### config.mk
export PLATFORM = sky130hd
export DESIGN_NAME = wpap_ctrl
export DESIGN_NICKNAME = d
export VERILOG_FILES = /design/src/rtl/core/wpap_pkg.sv /design/src/rtl/core/wpap_ctrl.sv
export SDC_FILE = /design/constraint.sdc
export NUM_CORES = 1
export LEC_CHECK = 0
export ABC_AREA = 1
export BUFFER_PORTS_ARGS = -buffer_cell sky130_fd_sc_hd__buf_4
export CAP_MARGIN = 25
export CORE_AREA = 2 2 39 41
export DETAILED_ROUTE_END_ITERATION = 16
export DIE_AREA = 0 0 41 43
export PLACE_DENSITY = 0.69
export SYNTH_ARGS = -nofsm -noshare
export SYNTH_HDL_FRONTEND = slang
export SYNTH_SLANG_ARGS = --single-unit
### constraint.sdc
create_clock -name clk -period 2.05 [get_ports clk]
set_input_delay 0.1025 -clock clk [delete_from_list [all_inputs] [get_ports clk]]
set_output_delay 0.1025 -clock clk [all_outputs]
set_load 0.05 [all_outputs]
### src/rtl/core/wpap_pkg.sv
`timescale 1ns / 1ps
package wpap_pkg;

  localparam int MAX_WAYPOINTS  = 16;
  localparam int IDX_W          = 4;
  localparam int COUNT_W        = 5;
  localparam int GAIN_W         = 16;
  localparam int CLIMB_LIM_W    = 23;
  localparam int SPEED_W        = 23;
  localparam int VEL_W          = 24;
  localparam int CLIMB_W        = 24;
  localparam int THR_W          = 16;
  localparam int CFG_ADDR_W     = 3;
  localparam int CFG_DATA_W     = 23;
  localparam int COORD_BITS_DEF = 24;
  localparam int ROOT_W         = 24;
  localparam int VSQ_W          = 2 * ROOT_W;
  localparam int AXIS_W         = 11;
  localparam int OUT_W          = 48;

  localparam int NEAR_XY_AXIS   = 1600;
  localparam int NEAR_XY_SQ     = 2560000;
  localparam int NEAR_Z         = 800;
  localparam int HALF_THROTTLE  = 32768;
  localparam int ALT_SHIFT      = 4;
  localparam int THR_SHIFT      = 8;

  localparam logic KIND_WRITE   = 1'b0;

  typedef enum logic [CFG_ADDR_W-1:0] {
    CFG_WP_COUNT,
    CFG_KP_ALT,
    CFG_KP_SPEED,
    CFG_MAX_CLIMB,
    CFG_MIN_THR,
    CFG_MAX_THR
  } cfg_reg_t;

  typedef enum logic [3:0] {
    ST_IDLE,
    ST_DISPATCH,
    ST_NEAR,
    ST_DIST,
    ST_RD2,
    ST_TGT,
    ST_CLIMB,
    ST_SQRT,
    ST_THR,
    ST_CLAMP,
    ST_EMIT
  } ctrl_state_t;

  typedef struct packed {
    logic capture;
    logic sq_vx;
    logic mem_wr;
    logic clear_res;
    logic mem_rd;
    logic offsets;
    logic sq_vy;
    logic advance;
    logic sqrt_start;
    logic target;
    logic climb_mul;
    logic thr_mul;
    logic clamp;
    logic load_out;
  } wpap_cmd_t;

  typedef struct packed {
    logic is_write;
    logic skip;
    logic sqrt_busy;
  } wpap_sts_t;

endpackage

### src/rtl/core/wpap_ctrl.sv
`timescale 1ns / 1ps
module wpap_ctrl (
  input  logic                 clk,
  input  logic                 rst,
  input  logic                 s_tvalid,
  output logic                 s_tready,
  output logic                 m_tvalid,
  input  logic                 m_tready,
  input  wpap_pkg::wpap_sts_t  sts,
  output wpap_pkg::wpap_cmd_t  cmd
);
  import wpap_pkg::*;

  ctrl_state_t state, state_next;
  logic        out_free;

  assign out_free = !m_tvalid || m_tready;

  always_ff @(posedge clk) begin
    if (rst) begin
      state <= ST_IDLE;
    end else begin
      state <= state_next;
    end
  end

  always_comb begin
    state_next = state;
    unique case (state)
      ST_IDLE:     if (s_tvalid) state_next = ST_DISPATCH;
      ST_DISPATCH: state_next = (sts.is_write || sts.skip) ? ST_EMIT : ST_NEAR;
      ST_NEAR:     state_next = ST_DIST;
      ST_DIST:     state_next = ST_RD2;
      ST_RD2:      state_next = ST_TGT;
      ST_TGT:      state_next = ST_CLIMB;
      ST_CLIMB:    state_next = ST_SQRT;
      ST_SQRT:     if (!sts.sqrt_busy) state_next = ST_THR;
      ST_THR:      state_next = ST_CLAMP;
      ST_CLAMP:    state_next = ST_EMIT;
      ST_EMIT:     if (out_free) state_next = ST_IDLE;
      default:     state_next = ST_IDLE;
    endcase
  end

  always_comb begin
    cmd      = '0;
    s_tready = 1'b0;
    unique case (state)
      ST_IDLE: begin
        s_tready    = 1'b1;
        cmd.capture = s_tvalid;
      end
      ST_DISPATCH: begin
        cmd.sq_vx = 1'b1;
        if (sts.is_write) begin
          cmd.mem_wr    = 1'b1;
          cmd.clear_res = 1'b1;
        end else if (sts.skip) begin
          cmd.clear_res = 1'b1;
        end else begin
          cmd.mem_rd = 1'b1;
        end
      end
      ST_NEAR: begin
        cmd.offsets = 1'b1;
        cmd.sq_vy   = 1'b1;
      end
      ST_DIST:  cmd.advance = 1'b1;
      ST_RD2: begin
        cmd.mem_rd     = 1'b1;
        cmd.sqrt_start = 1'b1;
      end
      ST_TGT:   cmd.target    = 1'b1;
      ST_CLIMB: cmd.climb_mul = 1'b1;
      ST_SQRT:  ;
      ST_THR:   cmd.thr_mul   = 1'b1;
      ST_CLAMP: cmd.clamp     = 1'b1;
      ST_EMIT:  cmd.load_out  = out_free;
      default:  ;
    endcase
  end

  // hold the result until the sink takes it
  always_ff @(posedge clk) begin
    if (rst) begin
      m_tvalid <= 1'b0;
    end else if (cmd.load_out) begin
      m_tvalid <= 1'b1;
    end else if (m_tready) begin
      m_tvalid <= 1'b0;
    end
  end

endmodule

==> impl_metrics.py <==
metrics = {
    "placement": {
        "dp_hpwl_um": 868,
        "port_buffers": 22,
        "place_congestion": 0.855,
        "pre_cts_ws_ps": 780,
    },
    "logic_synthesis": {
        "synth_seq_cells": 5,
        "synth_ff_type": "dfxtp_1",
        "synthCells": 77,
        "synthSimpleGateAreaFrac_pct": 55.7,
        "yosysMostFrequentCell": "nand2_1",
        "netlist.top_cell.by_area": "dfxtp_1",
        "ys_top_cells_by_area": "dfxtp_1, nand2_1, inv_1, nor2_1, nor2_4",
        "synth_xor_xnor_area_share_pct": 0,
        "yosysWarnings": 0,
        "synth_nets": 84,
        "synth-edff-count": 0,
        "synth_seq_area_share_pct": 22.3,
        "yosys.area_share.adder_pct": 0,
        "synth_area_um2": 449,
        "avgSynthCellArea_um2": 5.83,
        "synth_top_family_by_area": "simple AND/OR/NAND/NOR gates",
        "async_flop_share_pct": 0,
        "synth_compound_area_share_pct": 3.62,
        "synth_top_area_share_pct": 22.3,
        "synthMuxAreaShare_pct": 0,
        "synthTopCellsByCount": "nand2_1, inv_1, nor2_1",
        "yosysUniqueCellTypes": 17,
    },
    "critical_path": {
        "cp.arrival_ps": 1430,
        "worstPathRequired_ps": 1950,
        "slowest_stage": "dfxtp_1",
        "startpoint_type": "flop",
        "endpoint_kind": "output pin",
        "crit_chain": "nor2_2 > inv_1 > nor3_1 > buf_4",
        "worst-setup-path-type": "flop to output pin",
        "slowest_delay_ps": 350,
        "crit_fanout": 5,
    },
    "sta": {
        "hold_violations": 0,
        "finalWorstSetupSlack_ps": 517,
        "rsz0062_at_grt": "false",
        "worst_pin_slew_ps": 309,
        "drv_slew": 0,
        "tns_ps": 0,
        "period_share_pct": 74.8,
        "fin_skew_ps": 2.80,
        "setup_violations": 0,
        "fmax_ghz": 0.652,
        "period_minus_slack_ps": 1530,
        "timing.slew.headroom_pct": 79.4,
    },
    "power_and_ir_drop": {
        "irDropWorstVdd_v": 0.000699,
        "power_density_mw_per_mm2": 1550,
        "p_leak_nw": 0.419,
    },
    "final_layout": {
        "fin_nets": 110,
        "seq_area_um2": 100,
        "drive_gt1_share_pct": 40.2,
        "multi_input_area_um2": 267,
        "syn_to_final_growth_pct": 45.4,
        "n_antenna_cell": 0,
        "num-fill-cells": 140,
    },
    "floorplan": {
        "die_w_um": 41,
        "io-pin-count": 23,
        "start_util_pct": 32.5,
        "row_count": 14,
        "die-area_mm2": 0.00176,
        "fp.coreArea_mm2": 0.00138,
        "die_h_um": 43,
    },
    "global_route": {
        "grtUsageMet2_pct": 22.8,
        "antenna_found_initial": 0,
        "grt_pass1_wl_um": 1680,
        "busiest_layer": "met2",
        "grt_overflow": 0,
        "grt_use_total_pct": 14.1,
        "grt_pass1_vias": 430,
        "met1_usage_pct": 16.7,
        "grt_max_degree": 7,
        "grt_use_met3_pct": 1.57,
    },
    "clocking": {
        "htree_levels": 1,
        "cts-buffers-inserted": 3,
        "post_cts_resized": 0,
        "cts_tree": "yes",
        "cts_hold_buf": 0,
        "clockBufferDepth": 2,
        "cts_root_buffer": "clkbuf_4",
        "insertion_delay_ps": 250,
        "postCtsSetupBuffers": 0,
        "cts_sinks": 5,
        "cts.clk_slew.worst_paths_ps": 50,
    },
    "drt": {
        "drc": 0,
        "antenna_left": 0,
        "via_count": 516,
        "dr.pass1.iters": 4,
        "wire_per_inst_um": 9.09,
        "drt_wl_total_um": 1070,
        "viasPerCell": 4.37,
        "drt_iter0_markers": 29,
    },
    "run_status": {
        "status": "complete, no violations",
    },
    "min_path": {
        "worstHoldPathType": "primary input to flop",
    },
    "job": {
        "maxCapViolCount": 0,
    },
}
==> final cells by class <==
| cell class | instances | area share [%] |
|---|---|---|
| clock buffers | 4 | 4.02 |
| multi-input cells | 51 | 40.8 |
| repair buffers | 22 | 25.3 |
| inverters | 20 | 11.5 |
| well taps | 16 | 3.07 |
| flip-flops and latches | 5 | 15.3 |
==> final timing paths <==
| path | from | endpoint | slack, ps | cells after the start |
|---|---|---|---|---|
| worst max-delay path | state[2]$_SDFFE_PP0P_ | cmd[13] | 520 | 4 |
| worst min-delay path | rst | m_tvalid$_SDFFE_PP0P_ | 30 | 2 |
| worst max register to register | state[2]$_SDFFE_PP0P_ | state[3]$_SDFFE_PP0P_ | 820 | 6 |
| worst min register to register | state[0]$_SDFFE_PP0P_ | state[0]$_SDFFE_PP0P_ | 560 | 2 |
==> per-stage QoR <==
stage	cell area [um2]	instances	hold WS, ps	total power, mW	utilization [%]
2_1_floorplan	449	77	172	0.716	-
3_3_place_gp	627	114	295	0.883	45.3
3_5_place_dp	627	114	295	0.887	45.3
4_1_cts	653	118	31.6	1.01	47.2
5_1_grt	653	118	29.3	1.07	47.2
6_report	653	118	30.7	1.01	47.2
==> report_power, final <==
part	internal (mW)	leakage [nW]	switching [mW]
logic	0.205	0.363	0.519
clock network	0.0743	0.0150	0.0519
registers	0.124	0.0410	0.0394
total	0.403	0.419	0.610
==> per-layer routing <==
metal	vias up	wire length, um
met4	0	19
met2	23	527
met5	-	0
li1	272	-
met1	218	452
met3	3	75
==> cells in the final DEF (no fill, tap or decap) <==
cell type   n
nand3b_1    1
nor2_2      5
dfxtp_1     5
clkbuf_1    1
nor2_1     14
inv_1      15
a31oi_1     1
nand2_1    17
nor3_1      2
inv_2       4
clkbuf_4    3
clkinv_1    1
nand3_2     3
buf_4      22
nand2_4     1
a21oi_1     1
nor2_4      3
o21ai_1     1
nand3_1     2
==> critical path: cells and delay by family (launching register included) <==
kind / cells / cell delay [ps]
flip-flops: 1 / 350
AND/OR/NAND/NOR: 2 / 490
buffers and inverters: 2 / 330
==> sequential cells by signal (all words and copies together), names as in the netlist <==
name	count
m_tvalid	1
state	4
==> kinds of logic after synthesis <==
group / count (synthesis)
buffers and inverters: 21
AO/OA/AOI/OAI: 3
AND/OR/NAND/NOR: 48
flip-flops: 5
Power figures use the tool's default switching activity.
